$ cat config.mk
export PLATFORM = sky130hd
export DESIGN_NAME = pbp_front
export DESIGN_NICKNAME = d
export VERILOG_FILES = /design/src/rtl/core/assert_macros.svh /design/src/rtl/core/pbp_pkg.sv /design/src/rtl/core/pbp_front.sv
export SDC_FILE = /design/constraint.sdc
export NUM_CORES = 1
export LEC_CHECK = 0
export BUFFER_PORTS_ARGS = -buffer_cell sky130_fd_sc_hd__buf_2
export CORE_AREA = 8 8 61 58
export DETAILED_ROUTE_END_ITERATION = 16
export DIE_AREA = 0 0 69 66
export PLACE_DENSITY = 0.69
export SETUP_SLACK_MARGIN = 0.02
export SLEW_MARGIN = 20
export SYNTH_ARGS = -nofsm -noshare
export SYNTH_HDL_FRONTEND = slang
export SYNTH_SLANG_ARGS = --single-unit
$ cat constraint.sdc
create_clock -name i_clk -period 3.5 [get_ports i_clk]
set_input_delay 0 -clock i_clk [delete_from_list [all_inputs] [get_ports i_clk]]
set_output_delay 0 -clock i_clk [all_outputs]
set_load 0.02 [all_outputs]
$ cat src/rtl/core/assert_macros.svh
// assertion macros used by the rtl file pbp_back
`ifndef ASSERT_MACROS_SVH
`define ASSERT_MACROS_SVH

// property that must hold at every clock edge out of reset
`define PBP_ASSERT(lbl, prop) \
    lbl: assert property (@(posedge i_clk) disable iff (!i_rst_n) prop) \
        else $error("assertion failed");

// condition that must never be true out of reset
`define PBP_NEVER(lbl, cond) \
    lbl: assert property (@(posedge i_clk) disable iff (!i_rst_n) !(cond)) \
        else $error("forbidden condition seen");

`endif

$ cat src/rtl/core/pbp_pkg.sv
// ----------------------------------------------------------------------------
// pbp_pkg
// sizes, types and constants of the perceptron branch predictor
// ----------------------------------------------------------------------------
package pbp_pkg;

    localparam int ROW_COUNT   = 256;
    localparam int HIST_LEN    = 28;
    localparam int WEIGHT_BITS = 8;

    localparam int ROW_LEN  = HIST_LEN + 1;
    localparam int ROW_W    = ROW_LEN * WEIGHT_BITS;
    localparam int ROW_BITS = $clog2(ROW_COUNT);
    localparam int OUT_W    = 13;
    localparam int RAW_SUM_W = WEIGHT_BITS + $clog2(ROW_LEN) + 1;
    localparam int SUM_W    = (RAW_SUM_W > OUT_W) ? RAW_SUM_W : OUT_W;
    localparam int GRP      = 8;
    localparam int NGRP     = (ROW_LEN + GRP - 1) / GRP;

    localparam int THR_W     = 12;
    localparam int THR_RESET = 50;

    localparam int CMD_PREDICT = 0;
    localparam int CMD_TRAIN   = 1;

    // one request as it travels from the front queue to the back end
    typedef struct packed {
        logic                train;
        logic [ROW_BITS-1:0] row;
        logic                taken;
    } t_item;

endpackage

$ cat src/rtl/core/pbp_front.sv
// ----------------------------------------------------------------------------
// pbp_front
// accepts requests, classifies them and holds them in a two-entry queue
// ----------------------------------------------------------------------------
module pbp_front (
    input  logic                i_clk,
    input  logic                i_rst_n,
    input  logic                start,
    output logic                busy,
    input  logic                i_command,
    input  logic [31:0]         i_pc,
    input  logic                i_outcome_taken,
    output logic                o_q_valid,
    output pbp_pkg::t_item      o_q_item,
    input  logic                i_q_pop
);

    pbp_pkg::t_item r_ent [2];
    logic           r_wp, r_rp;
    logic [1:0]     r_cnt;
    logic           push;
    pbp_pkg::t_item item;

    // classify the request
    always_comb begin
        item.train = (i_command == 1'(pbp_pkg::CMD_TRAIN));
        item.row   = i_pc[pbp_pkg::ROW_BITS-1:0];
        item.taken = i_outcome_taken;
    end

    assign busy      = (r_cnt == 2'd2);
    assign push      = start && !busy;
    assign o_q_valid = (r_cnt != 2'd0);
    assign o_q_item  = r_ent[r_rp];

    // queue storage
    always_ff @(posedge i_clk) begin
        if (push) begin
            r_ent[r_wp] <= item;
        end
    end

    // queue pointers
    always_ff @(posedge i_clk) begin
        if (!i_rst_n) begin
            r_wp  <= 1'b0;
            r_rp  <= 1'b0;
            r_cnt <= 2'd0;
        end else begin
            if (push) begin
                r_wp <= ~r_wp;
            end
            if (i_q_pop) begin
                r_rp <= ~r_rp;
            end
            r_cnt <= r_cnt + 2'(push) - 2'(i_q_pop);
        end
    end

endmodule

[Word-level counts from Yosys, hierarchy flattened]
Memories as Yosys holds them, arrays and structs flattened. A register that Yosys moved wholly into a read port is not among the register bits.
Index checks and enable logic that the tools add are counted.
Widths: inputs -> output; s select.
Word-level totals
  register bits: 4
  RAM bits: 20
  input port bits: 38
  output and inout port bits: 12
  logic and storage cells: 16
  memories: 1
Memory list
  r_ent: words 2, width 10, read ports 1, clocked after memory_dff 1, write ports 1, RTL line pbp_front.sv:18  | pbp_pkg::t_item r_ent [2];
Cells by class
  add/subtract/negate cells: 2
  equal/unequal tests: 1
  muxes and demuxes: 4
  bitwise operators: 2
  reduce and logical (&&, ||, !) cells: 3
Operators by type and width (number)
  $mux 1: 4
  $add 2x1->2: 1
  $eq 2x2->1 const B: 1
  $not 1->1: 2
  $reduce_bool 2->1: 1
  $sub 2x1->2: 1
  $logic_and 1x1->1: 1
  $logic_not 1->1: 1

[Logic depth before layout (Yosys ltp)]
  depth in word-level cells: 5
  gate-level depth with buffers: 8
  depth with buffers taken out: 8

[Worst setup path before layout]
OpenSTA, ideal clock, no wires.
  path kind: flip-flop to flip-flop
  start: register r_cnt[0]
  end: register r_cnt[1]
  setup time: 0.115 ns
  data arrival time: 1.330 ns
  required time: 3.385 ns
  setup slack: 2.055 ns
  stages on the path, launching flop included: 9
  path buffers: 0
  period minus slack after synthesis: 1.445 ns
  cell sequence: dfxtp_1 > nand2b_1 > nand2_1 > ha_1 > inv_1 > ha_1 > xor2_1 > xnor2_1 > nor2_1
On the way
  longest elaborated chain between the ends: 5
RTL lines
  start, declared: RTL line pbp_front.sv:20  | logic [1:0] r_cnt;
  start signal, assigned: RTL line pbp_front.sv:56  | r_cnt <= r_cnt + 2'(push) - 2'(i_q_pop);
  $eq 2x2->1: RTL line pbp_front.sv:31  | assign busy = (r_cnt == 2'd2);
  $logic_not 1->1: RTL line pbp_front.sv:32  | assign push = start && !busy;
  $logic_and 1x1->1: RTL line pbp_front.sv:32
  $add 2x1->2 (*): RTL line pbp_front.sv:56
  $sub 2x1->2 (*): RTL line pbp_front.sv:56
Mark *: on every way between the ends. The rest lies on a longest branch, timed or not.
A chain may end at the register's enable or synchronous reset.

[Final worst setup path]
  start: register r_cnt[0]
  end: memory r_ent[0][5] in the netlist's numbering (enable)
On the way
  longest elaborated chain between the ends: 5
RTL lines
  $eq 2x2->1: RTL line pbp_front.sv:31
  $logic_not 1->1: RTL line pbp_front.sv:32
  $logic_and 1x1->1: RTL line pbp_front.sv:32
  $mux 1: RTL line pbp_front.sv:38  | if (push) begin
  $mux 1 (not written as such): RTL line pbp_front.sv:39  | r_ent[r_wp] <= item;
  end, declared: RTL line pbp_front.sv:18
No other way between the ends.

==> reports/metrics.cfg <==
[timing]
setup_tns_ns=0
achievable-frequency_mhz=603
finalCritPeriodShare_pct=47.4
finalMaxSlewViolations=0
worst_slew_pin_slew_ns=0.867
slew-limit-headroom_pct=42.0
setup_repair_after_global_routing_missed_its_margin=no
fin_crit_ns=1.66
finalSetupViolations=0
fin_skew_ns=0.00266
hold_viol_final=0
timing.final.ws_setup_ns=1.84

[layout]
area_delta_synth_final_pct=31.8
insertedDiodeCount=0
layout.nets=137
drive_above_1_share_pct=40.6
final_cell_area_sq_um=1250

[detailed_routing]
via_per_inst=4.48
drc=0
initialDrtViolationCount=8
route.detailed.wl_per_inst_um=12.7
drtAntennaViolNets=0
route.vias.total=565
detailedRoute.firstPassIterationCount=4
finalWirelength_um=1610

[clocking]
postCtsHoldBufs=12
cts_tree=built
cts-root-buf=clkbuf_4
post_cts_buffers=0
htree_levels=1
clkLatencyLatePin_ns=0.30
clk_transition_reported_paths_ns=0.12
tritoncts_num_sinks=25
clock_tree_buffer_depth=2
cts_made_buffers=3
resize_count_post_cts=0

[placement]
placed_area_sq_um=1100
dpl.hpwl_um=1170
setup_slack_after_placement_ns=1.80
gpl.final_weighted_congestion=0.619
port_buffers=25

[die]
die_area_sq_um=4550
initial_utilization_pct=36.9
floorplan.io_pins=50
core_region_sq_um=2570
die-width_um=69
row_count=18
fp.dieH_um=66

[setup_path]
worst_r2r_path_depth=3
end_kind=flip-flop
worst_r2r_endpoint=r_ent[0][5]$_DFFE_PP_
critPathLaunchType=flip-flop
timing.critical_path.required_ns=3.44
timing.critical_path.to=r_ent[0][5]$_DFFE_PP_
critical_path_class=flip-flop to flip-flop
worst_ep_arrival_time_ns=1.60
crit_start=r_cnt[0]$_SDFF_PN0_
cp_max_fo=10
crit-reg2reg-launch=r_cnt[0]$_SDFF_PN0_
regToRegSetupSlack_ns=1.84

[global_routing]
grt_antenna_before_repair=0
grt_start_max_net_pins=14
grt_pass1_wl_um=2590
track_usage_pct=7.30
grt_overflow_total=0
first_global_vias=600

[synthesis]
synth_sequential_area_ratio_pct=74.0
synth.lib_cells_used.distinct=15
post_synth_inst_count=56
syn-cell-area_sq_um=947
synthesized_area_per_cell_sq_um=16.9
synth.ff_latch_count=25
synth_fp_nets=96
yosys_warnings=0
synth.largest_area_cell=edfxtp_1
post_synth_main_area_contributors=edfxtp_1, mux2_2, dfxtp_1
synth_top_area_share_pct=63.4

[job]
maxcap_viol_count=0

[pwr]
max-vdd-ir-drop_mv=0.308
power.density_cell_area_nw_per_um2=564
p_leak_nw=0.513
post-layout-total-power_mw=0.704
internal_power_mw=0.503
power.share.switching_pct=28.6
portion_of_total_power_attributed_to_combinational_logic_pct=26.9
clock_share_of_power_pct=17.1
power.switching_mw=0.201
flop_pwr_share_pct=56.0

[min_path]
worst_min_delay_path_class=primary input to flip-flop

[status]
status=complete, no violations

critical path, cell delays in order (launching register included):
cell	delay, ns
dfxtp_1	0.36
nand2b_1	0.14
nand2_1	0.12
nor2_1	0.68
registers in the layout, indices dropped and copies added (netlist names), named ones only:
register and cells:
r_cnt 2, r_ent 20, r_rp 1, r_wp 1
placed cells by master, fill, tap and decap left out, drive strengths merged:
cell | netlist | layout
and2 | 1 | 1
and3 | 1 | 1
buf | 1 | 25
clkbuf | 0 | 4
dfxtp | 5 | 5
dlygate4sd3 | 0 | 12
edfxtp | 20 | 20
ha | 2 | 2
inv | 3 | 3
mux2 | 10 | 10
mux2i | 1 | 1
nand2 | 2 | 2
nand2b | 2 | 2
nor2 | 4 | 4
or2 | 1 | 1
xnor2 | 2 | 2
xor2 | 1 | 1
metrics by stage:
step | hold slack [ns] | utilization, % | std cells
6_report | 0.0341 | 48.6 | 126
4_1_cts | 0.0277 | 48.6 | 126
5_1_grt | 0.0310 | 48.6 | 126
3_5_place_dp | 0.194 | 42.9 | 110
3_3_place_gp | 0.189 | 42.9 | 110
2_1_floorplan | 0.0989 | - | 56
layout make-up:
class,instances,area (sq um)
Clock buffer,4,26.3
Timing Repair Buffer,37,245
Sequential cell,25,701
Multi-Input combinational cell,27,228
Inverter,3,11.3
Tap cell,30,37.5
Fill cell,248,1320
synthesized netlist by cell type:
master / number
and2_1: 1
and3_1: 1
buf_4: 1
dfxtp_1: 5
edfxtp_1: 20
ha_1: 2
inv_1: 3
mux2_2: 10
mux2i_1: 1
nand2_1: 2
nand2b_1: 2
nor2_1: 4
or2_2: 1
xnor2_1: 2
xor2_1: 1
per-layer routing:
metal | up-vias | GRT usage [%] | wire length [um]
met2 | 18 | 12.9 | 776
met1 | 265 | 7.06 | 681
met3 | 4 | 3.00 | 124
met5 | - | 0 | 0
met4 | 0 | 4.60 | 23
li1 | 278 | - | -
power groups by stage:
stage / Combinational [mW] / Clock (mW) / Sequential [mW]
after floorplan: 0.133 / 0 / 0.393
after global placement: 0.179 / 0 / 0.400
after detailed placement: 0.184 / 0 / 0.402
after CTS: 0.195 / 0.126 / 0.395
after global routing: 0.210 / 0.138 / 0.399
final: 0.190 / 0.120 / 0.394
logic make-up (layout without fill, tap and decap cells):
logic type / after synthesis / count (layout) / synth area share [%]
buf+inv: 4 / 44 / 1.98
flops: 25 / 25 / 74.0
fa+ha+maj: 2 / 2 / 2.64
simple gates: 11 / 11 / 5.68
mux: 11 / 11 / 12.9
xor+xnor: 3 / 3 / 2.77
worst min path at each step:
stage          cells after the start  slack [ns]             from               endpoint
4_1_cts                            3        0.03            start      r_wp$_SDFFE_PN0P_
6_report                           3        0.03            start      r_wp$_SDFFE_PN0P_
3_3_place_gp                       1        0.19          i_pc[5]  r_ent[1][6]$_DFFE_PP_
2_1_floorplan                      0         0.1  i_outcome_taken  r_ent[0][0]$_DFFE_PP_
3_5_place_dp                       1        0.19          i_pc[6]  r_ent[1][7]$_DFFE_PP_
5_1_grt                            3        0.03            start      r_wp$_SDFFE_PN0P_
Note: power is estimated with default switching activity, not from simulation.
